--- src/rtl/core/mtc_pkg.sv ---
// ----------------------------------------------------------------------------
// mtc_pkg
// Shared types and constants for the magnetometer trim compensation pipeline.
// ----------------------------------------------------------------------------
package mtc_pkg;

    // output fraction bits default
    localparam int MTC_OUT_FRAC_BITS = 8;

    // datapath widths
    localparam int RAW_W  = 24;
    localparam int R_W    = 21;  // reading after >>3
    localparam int A_W    = 49;  // corrected axis numerator
    localparam int B_W    = 29;  // temperature gain factor
    localparam int P_W    = 77;  // A*B
    localparam int N_W    = 90;  // cross-axis combined sum
    localparam int F_W    = 32;  // field output
    localparam int TEMP_W = 22;

    // configuration register indexes
    localparam logic [2:0] REG_TEMP_TRIM = 3'd0;
    localparam logic [2:0] REG_SENS_TRIM = 3'd1;
    localparam logic [2:0] REG_OFFS_TRIM = 3'd2;
    localparam logic [2:0] REG_TCO_TRIM  = 3'd3;
    localparam logic [2:0] REG_TCS_TRIM  = 3'd4;
    localparam logic [2:0] REG_CROSS     = 3'd5;

    localparam int CFG_W = 48;

    typedef struct packed {
        logic [RAW_W-1:0] raw_t;
        logic [RAW_W-1:0] raw_z;
        logic [RAW_W-1:0] raw_y;
        logic [RAW_W-1:0] raw_x;
    } t_sample;

    typedef struct packed {
        logic signed [TEMP_W-1:0] temperature;
        logic signed [F_W-1:0]    field_z;
        logic signed [F_W-1:0]    field_y;
        logic signed [F_W-1:0]    field_x;
    } t_result;

endpackage

--- src/rtl/core/mtc_front.sv ---
// ----------------------------------------------------------------------------
// mtc_front
// Per-axis trim correction: builds A (sensitivity, offset, temp offset) and
// B (temperature gain) over two register stages.
// ----------------------------------------------------------------------------
module mtc_front (
    input  logic                             i_clk,
    input  logic                             i_rst_n,
    input  logic                             i_valid,
    input  logic signed [mtc_pkg::R_W-1:0]   i_r,
    input  logic signed [mtc_pkg::R_W-1:0]   i_t,
    input  logic        [15:0]               i_sens,
    input  logic        [15:0]               i_offs,
    input  logic        [7:0]                i_tco,
    input  logic        [7:0]                i_tcs,
    output logic                             o_valid,
    output logic signed [mtc_pkg::A_W-1:0]   o_a,
    output logic signed [mtc_pkg::B_W-1:0]   o_b
);
    import mtc_pkg::*;

    logic signed [16:0] sens_gain;
    logic signed [37:0] n_m1, r_m1;
    logic signed [28:0] n_ct, r_ct;
    logic signed [28:0] n_tt, r_tt;
    logic signed [15:0] r_offs;
    logic               r_v1, r_v2;
    logic signed [A_W-1:0] n_a, r_a;
    logic signed [B_W-1:0] n_b, r_b;

    // stage 1: products
    assign sens_gain = $signed({i_sens[15], i_sens}) + 17'sd256;
    assign n_m1 = i_r * sens_gain;
    assign n_ct = $signed(i_tco) * i_t;
    assign n_tt = $signed(i_tcs) * i_t;

    // stage 2: sums
    assign n_a = (A_W'(r_m1) <<< 11) + (A_W'(r_offs) <<< 18) + A_W'(r_ct);
    assign n_b = 29'sd8388608 + r_tt;

    always_ff @(posedge i_clk) begin
        r_m1   <= n_m1;
        r_ct   <= n_ct;
        r_tt   <= n_tt;
        r_offs <= $signed(i_offs);
        r_a    <= n_a;
        r_b    <= n_b;
    end

    always_ff @(posedge i_clk) begin
        if (!i_rst_n) begin
            r_v1 <= 1'b0;
            r_v2 <= 1'b0;
        end else begin
            r_v1 <= i_valid;
            r_v2 <= r_v1;
        end
    end

    assign o_valid = r_v2;
    assign o_a     = r_a;
    assign o_b     = r_b;

endmodule

--- config.mk ---
export PLATFORM = sky130hd
export DESIGN_NAME = mtc_front
export DESIGN_NICKNAME = d
export VERILOG_FILES = /design/src/rtl/core/mtc_pkg.sv /design/src/rtl/core/mtc_front.sv
export SDC_FILE = /design/constraint.sdc
export NUM_CORES = 2
export LEC_CHECK = 0
export BUFFER_PORTS_ARGS = -buffer_cell sky130_fd_sc_hd__buf_2
export CORE_MARGIN = 5
export CORE_UTILIZATION = 39
export CTS_BUF_LIST = sky130_fd_sc_hd__clkbuf_4 sky130_fd_sc_hd__clkbuf_8 sky130_fd_sc_hd__clkbuf_16
export DETAILED_ROUTE_END_ITERATION = 12
export HOLD_SLACK_MARGIN = 0.06
export PLACE_DENSITY = 0.58
export SLEW_MARGIN = 20
export SYNTH_ARGS = -nofsm -noshare
export SYNTH_HDL_FRONTEND = slang
export SYNTH_SLANG_ARGS = --single-unit
--- constraint.sdc ---
create_clock -name i_clk -period 8.15 [get_ports i_clk]
set_input_delay 1.63 -clock i_clk [delete_from_list [all_inputs] [get_ports i_clk]]
set_output_delay 1.63 -clock i_clk [all_outputs]
set_load 0.05 [all_outputs]
==> impl_results.md <==
* Status: completed
* Final min period at 7.67 ns
* Endpoint, Worst Hold: o_b[14]$_DFF_P_
* Initial Utilization at 0.393
* GRT overflow at 0
* Via Count at 21100
* Die X at between 200 and 300 um
* First-pass GRT wire length at 119000 um
* H-tree depth at 4
* Clock Sinks at approximately 190
* Synth Flop Type: dfxtp_1
* Largest cells by area after synthesis: fa_1 (42%), dfxtp_1 (12%), ha_1 (10%)
* Number of enable flip-flop cells after synthesis at 0
* Area of the multi-input gates at between 0.02 and 0.025 mm2
* Setup slack after layout at 0.484 ns
* CP startpoint kind: primary input
* FF-to-FF End: o_a[48]$_DFF_P_
* Max Root-Sink Buffers at 2
* Worst setup startpoint: i_sens[8]
* Max Cap Violations at 0
* Row Count at 103
* Syn. warnings at 0
* Layout Nets at between 4000 and 5000
* Setup Buffers After CTS at 0
* Full die area at 0.0850 mm2
* Die H at 292 um
* Cts hold-fix bufs at 0
* Worst skew pair latency at 0.48 ns
* Area Overhead vs Synth at 8.98%
* Commonest non-fill, non-tap cells in the layout: inv_1 (720), fa_1 (653), and2_1 (323)
* Worst r2r path cells at 12
* Largest area contributor in the netlist: fa_1
* Dpl ws at -0.0926 ns
* Hold Vio Cnt, Final at 0
* Slew Viols, Final at 0
* Commonest non-fill, non-tap cell in the layout: inv_1
* CTS clk-pin slew, worst paths at 0.08 ns
* Post-synthesis cell count at between 3000 and 4000
* Reg2reg start: r_m1[1]$_DFF_P_
* Post-synth top area share at 0.423
* Pin count of the biggest net entering global routing at 22
* Port Buffers at 171
* Synth cell types at 60
* CTS buffer count at 17
* Initial antenna violation count at 3
* Setup crit end kind: flip-flop
* CTS resizes at 0
* Vias in the first global route at 23000
* Final setup violation count at 0
* Global Route Usage Sum at 0.172
* TritonCTS clock tree: yes
* Root buffer cell: clkbuf_16
* Core Region at 0.0787 mm2
* Post-Syn Area at 0.0309 mm2
* Syn nets at 4251
* HP Class: reg2reg
* Slew HR at 0.393
* Final Cycle Share at 0.941
* Final-layout fill cell count at between 7000 and 8000
* Post-route ant nets at 0
* Seq. cell area at 0.00384 mm2
* Placer Congestion at roughly 0.86
* CP max FO at 10
* Num ports at 172
* Share of cells above drive strength 1 at 0.0813
* Synthesized flop and latch total at 192
* Hold wc startpoint: r_tt[14]$_DFF_P_
* Asr flop ratio synth at 0
* Vias per cell at 4.74
* Initial DRC count at 974
* Drt pass-1 iters at 5
* Cells on Worst Hold Path at 0
* Final clock skew at 0.0125 ns
* Final core utilization at 0.428
* Fmax at 0.130 GHz
* DP HPWL at 57700 um
* Sequential fraction of the synthesis area at 0.124
* Setup TNS at 0 ns
* Residual DRC at 0
* Required time of the critical path at 8.51 ns
* Critical Path AT at 8.03 ns
* Final WL at about 70000 um
* Syn_area_per_cell at between 9 and 10 um2
* DR WL/cell at 15.5 um
* RSZ-0062 raised after global routing: false
* Reg2Reg Setup Slack at 4.16 ns
* Critical path type: in2reg
* Tightest Pin Transition at 0.908 ns
## stage by stage
step | hold WS [ns] | cell area, um2 | instances
after floorplan | 0.310 | 30900 | 3257
after global placement | 0.311 | 33000 | 4414
after detailed placement | 0.312 | 33000 | 4414
after CTS | 0.331 | 33700 | 4446
after global routing | 0.329 | 33700 | 4447
final | 0.327 | 33700 | 4449
## flip-flops by register name, summed over array words and instances, names as in the netlist
name,flops
o_b,29
r_v1,1
r_ct,29
r_m1,38
r_offs,16
r_tt,29
o_a,49
o_valid,1
## Yosys cell counts (6+ instances only)
cell type / number
inv_1: 720
fa_1: 653
and2_1: 323
nand2_1: 308
ha_1: 248
dfxtp_1: 192
clkbuf_1: 110
xnor2_1: 109
a21oi_1: 98
nor2_1: 80
nand2b_1: 73
o21ai_0: 54
a21o_1: 41
nor2b_1: 31
xor2_1: 31
nand3_1: 26
nor3_1: 19
o21a_1: 19
o21bai_1: 18
a211oi_1: 12
and3_1: 10
or2_2: 9
nand4_1: 6
## worst max path at each step
stage                                   to  cells after the start
final                     r_m1[37]$_DFF_P_                     24
after global routing      r_m1[37]$_DFF_P_                     28
after CTS                 r_m1[37]$_DFF_P_                     28
after detailed placement  r_m1[37]$_DFF_P_                     28
after global placement    r_m1[37]$_DFF_P_                     27
after floorplan           r_m1[37]$_DFF_P_                     24
## worst max-delay path: stages
cell and delay [ns]:
buf_2 0.11, ha_1 0.17, nand3_1 0.13, xnor2_1 0.49
buf_4 0.27, nand2_1 0.08, fa_1 0.51, inv_1 0.06
fa_1 0.49, fa_1 0.55, fa_1 0.45, fa_1 0.49
inv_1 0.04, fa_1 0.47, inv_1 0.04, ha_1 0.35
a21oi_1 0.22, o21ai_0 0.15, a32o_1 0.29, o31a_1 0.28
nor2_1 0.16, o21ai_1 0.14, a221oi_1 0.34, xnor2_1 0.11
## per-layer routing
layer | GRT usage | part of all wire
met1 | 0.232 | 0.45
met2 | 0.298 | 0.49
met4 | 0.0350 | 0.017
met3 | 0.0251 | 0.039
met5 | 0 | 0.00019
## area by class of cell
type / instances / share of cell area
multi-input cells: 2235 / 0.711
flip-flops and latches: 192 / 0.114
inverters: 720 / 0.0802
well taps: 1050 / 0.0390
repair buffers: 217 / 0.0357
clock buffers: 17 / 0.0126
clock inverters: 15 / 0.00694
diodes: 3 / 0.000223
## kinds of logic (layout without fill, tap and decap cells)
family,after synthesis,in the layout,synth area share
AO/OA/AOI/OAI,296,296,0.0629
XOR/XNOR,140,140,0.0397
adder cells (fa/ha/maj),901,901,0.523
buffers and inverters,830,969,0.101
flip-flops,192,192,0.124
other,0,3,0
AND/OR/NAND/NOR,898,898,0.149
Power is not shown: default switching activity piles up to over one toggle a cycle in this logic, so the estimate is an artifact.
