===== config.mk =====
export PLATFORM = sky130hd
export DESIGN_NAME = mtc_round
export DESIGN_NICKNAME = d
export VERILOG_FILES = /design/src/rtl/core/mtc_pkg.sv /design/src/rtl/core/mtc_round.sv
export SDC_FILE = /design/constraint.sdc
export NUM_CORES = 1
export LEC_CHECK = 0
export BUFFER_PORTS_ARGS = -buffer_cell sky130_fd_sc_hd__buf_2
export CAP_MARGIN = 0
export CORE_MARGIN = 5
export CORE_UTILIZATION = 35
export DETAILED_ROUTE_END_ITERATION = 10
export PLACE_DENSITY = 0.52
export SLEW_MARGIN = 40
export SYNTH_ARGS = -nofsm -noshare
export SYNTH_HDL_FRONTEND = slang
export SYNTH_SLANG_ARGS = --single-unit

===== constraint.sdc =====
create_clock -name i_clk -period 6.35 [get_ports i_clk]
set_clock_uncertainty 0.15 [all_clocks]
set_input_delay 0.3175 -clock i_clk [delete_from_list [all_inputs] [get_ports i_clk]]
set_output_delay 0.3175 -clock i_clk [all_outputs]
set_load 0.01 [all_outputs]

===== src/rtl/core/mtc_pkg.sv =====
// ----------------------------------------------------------------------------
// mtc_pkg
// Shared types and constants for the magnetometer trim compensation pipeline.
// ----------------------------------------------------------------------------
package mtc_pkg;

    // output fraction bits default
    localparam int MTC_OUT_FRAC_BITS = 8;

    // datapath widths
    localparam int RAW_W  = 24;
    localparam int R_W    = 21;  // reading after >>3
    localparam int A_W    = 49;  // corrected axis numerator
    localparam int B_W    = 29;  // temperature gain factor
    localparam int P_W    = 77;  // A*B
    localparam int N_W    = 90;  // cross-axis combined sum
    localparam int F_W    = 32;  // field output
    localparam int TEMP_W = 22;

    // configuration register indexes
    localparam logic [2:0] REG_TEMP_TRIM = 3'd0;
    localparam logic [2:0] REG_SENS_TRIM = 3'd1;
    localparam logic [2:0] REG_OFFS_TRIM = 3'd2;
    localparam logic [2:0] REG_TCO_TRIM  = 3'd3;
    localparam logic [2:0] REG_TCS_TRIM  = 3'd4;
    localparam logic [2:0] REG_CROSS     = 3'd5;

    localparam int CFG_W = 48;

    typedef struct packed {
        logic [RAW_W-1:0] raw_t;
        logic [RAW_W-1:0] raw_z;
        logic [RAW_W-1:0] raw_y;
        logic [RAW_W-1:0] raw_x;
    } t_sample;

    typedef struct packed {
        logic signed [TEMP_W-1:0] temperature;
        logic signed [F_W-1:0]    field_z;
        logic signed [F_W-1:0]    field_y;
        logic signed [F_W-1:0]    field_x;
    } t_result;

endpackage


===== src/rtl/core/mtc_round.sv =====
// ----------------------------------------------------------------------------
// mtc_round
// Scale by 5/2^s, round half away from zero, saturate to 32 bits signed.
// ----------------------------------------------------------------------------
module mtc_round #(
    parameter int OUT_FRAC_BITS = mtc_pkg::MTC_OUT_FRAC_BITS
) (
    input  logic                             i_clk,
    input  logic                             i_rst_n,
    input  logic                             i_valid,
    input  logic signed [mtc_pkg::N_W-1:0]   i_n,
    output logic                             o_valid,
    output logic signed [mtc_pkg::F_W-1:0]   o_field
);
    import mtc_pkg::*;

    localparam int SH   = 63 - OUT_FRAC_BITS;
    localparam int M_W  = N_W + 3;

    logic [M_W-1:0] mag, n_m, r_m, q;
    logic           r_neg;
    logic signed [F_W-1:0] n_f, r_f;
    logic r_v1, r_v2;

    // stage 1: magnitude times 5 plus half LSB
    assign mag = i_n[N_W-1] ? M_W'(-i_n) : M_W'(i_n);
    assign n_m = (mag << 2) + mag + (M_W'(1) << (SH - 1));

    // stage 2: shift, sign and clamp
    assign q = r_m >> SH;
    always_comb begin
        if (r_neg) begin
            if (q > M_W'(33'h080000000)) n_f = 32'sh80000000;
            else                        n_f = -$signed(q[F_W-1:0]);
        end else begin
            if (q > M_W'(32'h7FFFFFFF)) n_f = 32'sh7FFFFFFF;
            else                        n_f = $signed(q[F_W-1:0]);
        end
    end

    always_ff @(posedge i_clk) begin
        r_m   <= n_m;
        r_neg <= i_n[N_W-1];
        r_f   <= n_f;
    end

    always_ff @(posedge i_clk) begin
        if (!i_rst_n) begin
            r_v1 <= 1'b0;
            r_v2 <= 1'b0;
        end else begin
            r_v1 <= i_valid;
            r_v2 <= r_v1;
        end
    end

    assign o_valid = r_v2;
    assign o_field = r_f;

endmodule


==> run summary, run 1 <==
Leak pwr: 5.50 nW
Number of flops mapped to enable cells by yosys: 0
Final Hold Fails: 0
Reg2reg end: o_field[17]
Critical Path Stages: 20
Avg Cell Area, Syn: 7.39 µm²
Worst Hold End: r_v1
PwrDens: 263 mW/mm²
Crit-path slowest cell: or4_4
Die ar.: 0.0346 mm²
H-tree depth: 3
Share of cells above drive strength 1: 0.140
Root Driver: clkbuf_16
First-pass GRT wire length: 54300 µm
Slowest stage delay, CP: 0.57 ns
CP top delay family: simple AND/OR/NAND/NOR gates
CTS tree: built
Worst-Margin Slew: 0.688 ns
Syn. warnings: 0
Row count: 64
Fmax: 0.167 GHz
Input/output buffers: 125
Max Cap Viol: 0
Hold path start: i_valid
DR pass1 iterations: 5
Horiz. Die Dim: 186 µm
Skew-Pair Late Insertion Delay: 0.33 ns
Asr flop ratio synth: 0
Final wirelength: 34700 µm
RSZ-0062 raised after global routing: false
Post-route antenna net violation count: 0
Fin Setup TNS: 0 ns
CTS max path bufs: 2
DRC: 0
Worst-path clk slew: 0.06 ns
Min-delay worst type: in -> reg
First DRT Iteration DRCs: 579
Initial antenna violation count: 1
Register area share after synthesis: 0.135
Worst endpoint data arrival time: 6.09 ns
Finished Cell Area: 0.0125 mm²
R2R setup slack: 2.76 ns
CTS buffer count: 9
Crit. End Element: flop
Layout net count: 1854
Number of global-route vias before repair: 10500
R2R depth: 11
Critical path, cell by cell: buf_2 -> or4_4 -> nor4_2 -> nand3_1 -> or3_1 -> or4_4 -> o31ai_2 -> xnor2_1 -> ha_1 -> ha_1 -> nand2_1 -> o21ai_0 -> a211oi_1 -> o21ai_0 -> nor4_2 -> buf_4 -> o311a_1 -> o31a_1 -> o31ai_1 -> xor2_1
Initial core utilization: 0.355
Total GRT Usage: 0.191
Status: complete, no violations
Slew Viols, Final: 0
Type of the worst setup path: in -> reg
Cell Area, Placed: 0.0121 mm²
WL/cell: 17.4 µm
Critical path required time: 6.46 ns
Rel. slew slack: 0.537
Ys flop type: dfxtp_1
Antenna Cells: 0
Setup-failing EPs final: 0
Commonest non-fill, non-tap cell in the layout: ha_1
Maximum VDD drop: 0.113 mV
DP Wirelength: 29700 µm
Synth area leaders: ha_1 19%, dfxtp_1 13%, xnor2_1 7.5%
Clock sinks: 73
Placeable Area: 0.0306 mm²
WHS Path Cells: 2
Cells after DPL: 1980
GPL Wtd Cong: 0.925
DIE HEIGHT: 186 µm
Vias per cell: 5.71
Top-area cell type share of the netlist area: 0.190
Vias: 11400
Cell area after synthesis: 0.0109 mm²
Final min period: 5.98 ns
Overflow after GRT: 0
Worst-path fanout max: 5
R2R Path Start: r_m[55]
Fin crit share: 0.941
Largest net degree at the start of global routing: 40
Post-Layout Cell Count: 1997
Fill cells: 3286
Crit path buf inv count: 2
Synth area leader: ha_1
CP startpoint kind: primary input
Post-synthesis cell type count: 68
Cells after synthesis: 1468
Seq cells post-synth: 73
IO Pins: 126
Most frequent cells in the layout: 165 x ha_1, 151 x nand2_1, 125 x buf_2
Area growth syn-to-layout: 15.2%
## logic make-up (layout without fill, tap and decap cells)
family / Yosys count / in the layout / share of synthesized area
AO/OA/AOI/OAI: 495 / 495 / 0.301
XOR/XNOR: 130 / 130 / 0.105
adder cells (fa/ha/maj): 165 / 165 / 0.190
buffers and inverters: 111 / 243 / 0.0386
flip-flops: 73 / 73 / 0.135
multiplexers: 2 / 2 / 0.00196
other: 1 / 2 / 0.000346
AND/OR/NAND/NOR: 491 / 491 / 0.229
## through the flow
stage / util / total power [mW] / setup WS, ns / hold WS [ns]
2_1_floorplan: - / 2.13 / 0.648 / 0.195
3_3_place_gp: 0.395 / 2.74 / -0.448 / 0.288
3_5_place_dp: 0.396 / 2.73 / -0.408 / 0.283
4_1_cts: 0.406 / 3.27 / 0.0760 / 0.0272
5_1_grt: 0.409 / 3.57 / 0.0345 / 0.0302
6_report: 0.409 / 3.29 / 0.375 / 0.0417
## final cells by class
type,instances,area (µm²),area share
clock buffers,12,267,0.0213
clock inverters,4,50.0,0.00400
inverters,57,214,0.0171
multi-input cells,1285,9050,0.724
flip-flops and latches,73,1460,0.117
well taps,396,495,0.0396
repair buffers,170,963,0.0770
## metal layers
metal / track usage / share of wire
met2: 0.322 / 0.46
met1: 0.262 / 0.47
met4: 0.0449 / 0.019
met3: 0.0188 / 0.044
met5: 0 / 0.00058
## registers in the layout, summed over array words and instances, names as in the netlist
signal / count
r_v1: 1
o_field: 32
o_valid: 1
r_m: 38
r_neg: 1
## Yosys cell counts (36+ instances only)
library cell,n
o21ai_0,100
a21o_1,66
xor2_1,37
ha_1,165
xnor2_1,93
nor2_1,94
inv_1,57
o31ai_1,36
dfxtp_1,73
a21oi_1,117
clkbuf_1,49
nor3_1,47
nand2_1,151
## report_power, final
part / internal [mW] / switching (mW) / total, mW
Sequential: 0.644 / 0.149 / 0.793
Combinational: 0.778 / 1.20 / 1.98
Clock: 0.335 / 0.179 / 0.514
## what timing repair did
action | 4_1_cts | 5_1_grt
buffers inserted | 0 | 1
pin swaps | 0 | 1
resized for setup | 1 | 16
endpoints found under the setup margin | 1 | 19
hold buffers | 0 | 0
## worst max-delay path by stage
stage            start       to  slack (ns)
5_1_grt         i_n[4]  r_m[83]        0.03
6_report       i_n[10]  r_m[90]        0.37
4_1_cts         i_n[4]  r_m[82]        0.08
2_1_floorplan  i_n[22]  r_m[88]        0.65
3_3_place_gp    i_n[4]  r_m[82]       -0.45
3_5_place_dp    i_n[4]  r_m[82]       -0.41
(Power assumes the default switching activity.)
==> inputs of run 2 (changes only) <==
Settings changed: CORE_MARGIN 5 to unset, REMOVE_ABC_BUFFERS set to 1.
==> run summary, run 2 (synthesis gave the netlist of run 1 again) <==
Status: complete, no violations
R2R Path Start: r_m[55]
Number of global-route vias before repair: 10700 (+1.3%)
Leak pwr: 5.51 nW (about the same)
Final Core Density: 0.409 (about the same)
Root Driver: clkbuf_16
Area growth syn-to-layout: 15.0%
Cell Area, Placed: 0.0121 mm² (+0.25%)
First DRT Iteration DRCs: 546 (-5.7%)
Worst-path fanout max: 7 (+2)
DR pass1 iterations: 5 (unchanged)
Initial core utilization: 0.356 (+0.000931)
Row count: 64 (unchanged)
Final Worst Setup Slack: 0.389 ns (+0.0145 ns)
Min Hold Slack: 0.0542 ns (+0.0125 ns)
Share of cells above drive strength 1: 0.134 (-0.00579)
Vias per cell: 5.66 (-0.86%)
Dpl ws: -0.143 ns (+0.265 ns)
Area of the multi-input gates: 0.00901 mm² (-0.53%)
Largest net degree at the start of global routing: 51 (+28%)
Crit. End Element: flop
Slew Viols, Final: 0 (unchanged)
Post-route antenna net violation count: 0 (unchanged)
Max reg flops: 38 (unchanged)
Total area of sequential cells: 0.00146 mm² (unchanged)
Maximum VDD drop: 0.144 mV (+28%)
Fill cells: 3236 (-1.5%)
DRC: 0 (unchanged)
IO Pins: 126 (unchanged)
Most frequent cells in the layout: 165 x ha_1, 151 x nand2_1, 125 x buf_2
Final wirelength: 33800 µm (-2.7%)
GPL Wtd Cong: 0.934 (+0.94%)
Fmax: 0.168 GHz (+0.24%)
Min-delay worst type: in -> reg
Clock sinks: 73 (unchanged)
Total GRT Usage: 0.212 (+0.0216)
WL/cell: 16.9 µm (-2.8%)
Commonest non-fill, non-tap cell in the layout: ha_1
Finished Cell Area: 0.0125 mm² (-0.25%)
Worst endpoint data arrival time: 6.05 ns (-0.04 ns)
RSZ-0062 raised after global routing: false
Type of the worst setup path: in -> reg
PwrDens: 262 mW/mm² (-0.25%)
DP Wirelength: 28700 µm (-3.5%)
Setup-failing EPs final: 0 (unchanged)
Max Cap Viol: 0 (unchanged)
Worst-path clk slew: 0.05 ns (about the same)
Worst Setup SP: i_n[4]
Fin Setup TNS: 0 ns (unchanged)
DIE HEIGHT: 178 µm (-4.3%)
Overall power: 3.27 mW (-0.50%)
Placeable Area: 0.0305 mm² (-0.26%)
Critical path required time: 6.44 ns (-0.02 ns)
CTS max path bufs: 2 (unchanged)
Layout net count: 1857 (+0.16%)
Worst-Margin Slew: 0.727 ns (+0.0391 ns)
Post-Layout Cell Count: 1999 (+0.10%)
Initial antenna violation count: 1 (unchanged)
Overflow after GRT: 0 (unchanged)
CTS buffer count: 9 (unchanged)
First-pass GRT wire length: 54300 µm (+0.11%)
Die ar.: 0.0317 mm² (-8.4%)
H-tree depth: 3 (unchanged)
Antenna Cells: 0 (unchanged)
Input/output buffers: 125 (unchanged)
CP startpoint kind: primary input
Hold path start: i_rst_n
Largest Register: r_m
Final min period: 5.96 ns (-0.0145 ns)
Fin crit share: 0.939 (-0.00229)
Vias: 11300 (-0.76%)
Rel. slew slack: 0.511 (-0.0266)
CTS tree: built
Final Hold Fails: 0 (unchanged)
Cells after DPL: 1984 (+0.20%)
Horiz. Die Dim: 178 µm (-4.3%)
Skew-Pair Late Insertion Delay: 0.33 ns (about the same)
run 2: changes by cell type in the layout (fill, tap and decap cells not counted), moves of 2 or more:
| cell | delta |
|---|---|
| a2111oi_1 | -2 |
| nor4_2 | -2 |
| a2111oi_0 | +3 |
| buf_4 | +3 |
| clkbuf_8 | -3 |
| o21ai_2 | -2 |
run 2: critical path: stages:
cell,delay (ns)
buf_2,0.12
or4_1,0.65
nor4_2,0.20
buf_4,0.18
nand3_1,0.17
or3_1,0.53
or4_1,0.49
o31ai_1,0.28
xnor2_1,0.19
ha_1,0.27
ha_1,0.38
a21oi_1,0.22
o21ai_0,0.14
a221oi_1,0.49
a2111o_1,0.23
nand2b_1,0.10
o311ai_0,0.12
buf_4,0.19
o21ai_1,0.39
a211oi_1,0.14
a211oi_1,0.23
run 2: path summary, 6_finish.rpt:
| kind | to | slack (ns) | depth (start not counted) |
|---|---|---|---|
| hold / removal | o_valid | 0.05 | 2 |
| setup reg to reg | o_field[10] | 2.67 | 11 |
| hold reg to reg | o_valid | 0.29 | 1 |
| setup / recovery | r_m[91] | 0.39 | 21 |
run 2: where the power goes:
group / internal [mW] / switching [mW]
sequential: 0.644 / 0.142
combinational: 0.778 / 1.19
clock: 0.341 / 0.172
run 2: timing repair:
item,4_1_cts,5_1_grt
hold buffers,0,0
endpoints found under the setup margin,0,8
buffers inserted,0,0
gates resized for setup,0,4
run 2: per-layer routing:
| metal | GRT usage | share of wire | wire [µm] |
|---|---|---|---|
| met2 | 0.384 | 0.49 | 16500 |
| met5 | 0 | 0.00038 | 13 |
| met4 | 0.0595 | 0.024 | 800 |
| met1 | 0.267 | 0.46 | 15400 |
| met3 | 0.0160 | 0.031 | 1060 |
run 2: layout make-up:
class                   count  area share
multi-input cells        1285       0.722
flip-flops and latches     73       0.117
repair buffers            173      0.0790
well taps                 396      0.0397
clock buffers              10      0.0184
inverters                  57      0.0172
clock inverters             5     0.00652
==> inputs of run 3 (changes only) <==
Settings changed: CORE_ASPECT_RATIO set to 0.6.
==> run summary, run 3 (synthesis gave the netlist of run 1 again) <==
Fill cells: 3184 (-1.6%)
Post-Layout Cell Count: 2048 (+2.5%)
Initial antenna violation count: 0 (-1)
Fin crit share: 0.951 (+0.0124)
Largest net degree at the start of global routing: 79 (+55%)
Critical Path Sink: r_m[88]
CTS buffer count: 9 (unchanged)
DR pass1 iterations: 5 (unchanged)
Largest Register: r_m
Most frequent cells in the layout: 165 x ha_1, 151 x nand2_1, 125 x buf_2
Dpl ws: -0.354 ns (-0.211 ns)
Placeable Area: 0.0302 mm² (-0.93%)
CTS max path bufs: 2 (unchanged)
Final wirelength: 37400 µm (+11%)
Vias per cell: 5.67 (+0.13%)
Gate power share: 0.618 (+0.015)
Number of global-route vias before repair: 10300 (-3.9%)
Crit path buf inv count: 1 (-2)
Critical path, cell by cell: buf_2 -> or4_1 -> nor4_4 -> nand3_2 -> nor3_4 -> nand3b_2 -> or3_4 -> or4_4 -> o41ai_2 -> xnor2_1 -> ha_1 -> ha_1 -> nand2_1 -> or4_1 -> nor3_1 -> nand3_1 -> a21oi_1 -> o31a_1 -> nor2_1 -> a311oi_1
First-pass GRT wire length: 58900 µm (+8.3%)
Die ar.: 0.0317 mm² (about the same)
Clock sinks: 73 (unchanged)
Setup-failing EPs final: 0 (unchanged)
Worst-Margin Slew: 0.685 ns (-0.0421 ns)
Leak pwr: 5.70 nW (+3.4%)
Status: complete, no violations
Layout net count: 1894 (+2.0%)
Maximum VDD drop: 0.136 mV (-5.8%)
Commonest non-fill, non-tap cell in the layout: ha_1
Max reg flops: 38 (unchanged)
Total GRT Usage: 0.230 (+0.0177)
Critical Path Stages: 20 (-4.8%)
Initial core utilization: 0.359 (+0.00334)
Final min period: 6.04 ns (+0.0785 ns)
Area growth syn-to-layout: 17.9%
Overflow after GRT: 0 (unchanged)
R2R setup slack: 2.77 ns (+0.10 ns)
Reg2reg end: o_field[11]
Skew-Pair Late Insertion Delay: 0.33 ns (about the same)
Crit. End Element: flop
Final Core Density: 0.423 (+0.0146)
Fmax: 0.166 GHz (-1.3%)
CP startpoint kind: primary input
Min Hold Slack: 0.0560 ns (+0.00185 ns)
CP top delay family: simple AND/OR/NAND/NOR gates
Max Cap Viol: 0 (unchanged)
Fin Setup TNS: 0 ns (unchanged)
Slowest stage delay, CP: 0.64 ns (about the same)
Antenna Cells: 0 (unchanged)
WL/cell: 18.2 µm (+8.0%)
DIE HEIGHT: 138 µm (-22%)
Type of the worst setup path: in -> reg
R2R Path Start: r_m[73]
Row count: 49 (-23%)
Sequential power share: 0.233 (-0.008)
Cells after DPL: 2033 (+2.5%)
Horiz. Die Dim: 229 µm (+29%)
RSZ-0062 raised after global routing: false
Critical path required time: 6.39 ns (-0.05 ns)
PwrDens: 274 mW/mm² (+4.4%)
Post-CTS setup buffer count: 0 (unchanged)
CTS tree: built
Crit-path slowest cell: or4_1
Final Hold Fails: 0 (unchanged)
Post-route antenna net violation count: 0 (unchanged)
Worst Setup SP: i_n[4]
Share of cells above drive strength 1: 0.154 (+0.0201)
R2R depth: 9 (-2)
Final Worst Setup Slack: 0.311 ns (-0.0785 ns)
GPL Wtd Cong: 0.949 (+1.6%)
Worst-path clk slew: 0.05 ns (about the same)
DRC: 0 (unchanged)
DP Wirelength: 32100 µm (+12%)
Slew Viols, Final: 0 (unchanged)
P_int: 1.83 mW (+4.0%)
Root Driver: clkbuf_16
Min-delay worst type: in -> reg
Input/output buffers: 125 (unchanged)
First DRT Iteration DRCs: 1186 (+120%)
Worst endpoint data arrival time: 6.08 ns (+0.03 ns)
Worst-path fanout max: 5 (-2)
Clock Power Share: 0.149 (-0.008)
Sw power: 1.67 mW (+11%)
H-tree depth: 3 (unchanged)
Rel. slew slack: 0.539 (+0.0277)
IO Pins: 126 (unchanged)
Vias: 11600 (+2.6%)
Sw Share: 0.476 (+0.0153)
-- run 3: cell types whose count changed in the layout (fill, tap and decap cells not counted), sizes merged --
| cell | before | now |
|---|---|---|
| buf | 173 | 210 |
-- run 3: cell type report --
class	count	area, µm²	share of cell area
Clock buffer	10	229	0.0179
Clock inverter	5	81.3	0.00636
Inverter	57	214	0.0167
Multi-Input combinational cell	1285	9020	0.705
Sequential cell	73	1460	0.114
Tap cell	408	510	0.0399
Timing Repair Buffer	210	1280	0.100
-- run 3: stage by stage --
| step | power [mW] | instance area [µm²] |
|---|---|---|
| 2_1_floorplan | 2.11 | 10600 |
| 3_3_place_gp | 2.90 | 12400 |
| 3_5_place_dp | 2.90 | 12400 |
| 4_1_cts | 3.45 | 12800 |
| 5_1_grt | 3.77 | 12800 |
| 6_report | 3.50 | 12800 |
-- run 3: timing repair --
item                                    CTS  global route
endpoints found under the setup margin    2            13
hold buffers                              0             0
resized for setup                         1             8
pin swaps                                 0             1
-- run 3: worst min-delay path by stage --
stage | startpoint | end | cells past startpoint
2_1_floorplan | i_n[89] | r_neg | 0
3_3_place_gp | r_v1 | o_valid | 1
3_5_place_dp | r_v1 | o_valid | 1
4_1_cts | i_valid | r_v1 | 2
5_1_grt | i_valid | r_v1 | 2
6_report | i_valid | r_v1 | 2
-- run 3: routing by layer --
layer  vias up  track usage  routed length [µm]
li1       5883            -                   -
met1      5303        0.415               22500
met2       405        0.261               11800
met3        19       0.0377                2830
met4         0       0.0249                 210
met5         -            0                   0
-- run 3: power by group through the flow --
| stage | combinational (mW) | sequential (mW) | clock (mW) |
|---|---|---|---|
| 2_1_floorplan | 1.32 | 0.793 | 0 |
| 6_report | 2.16 | 0.816 | 0.523 |
| 4_1_cts | 2.10 | 0.809 | 0.537 |
| 5_1_grt | 2.37 | 0.841 | 0.562 |
| 3_3_place_gp | 2.09 | 0.815 | 0 |
| 3_5_place_dp | 2.08 | 0.819 | 0 |
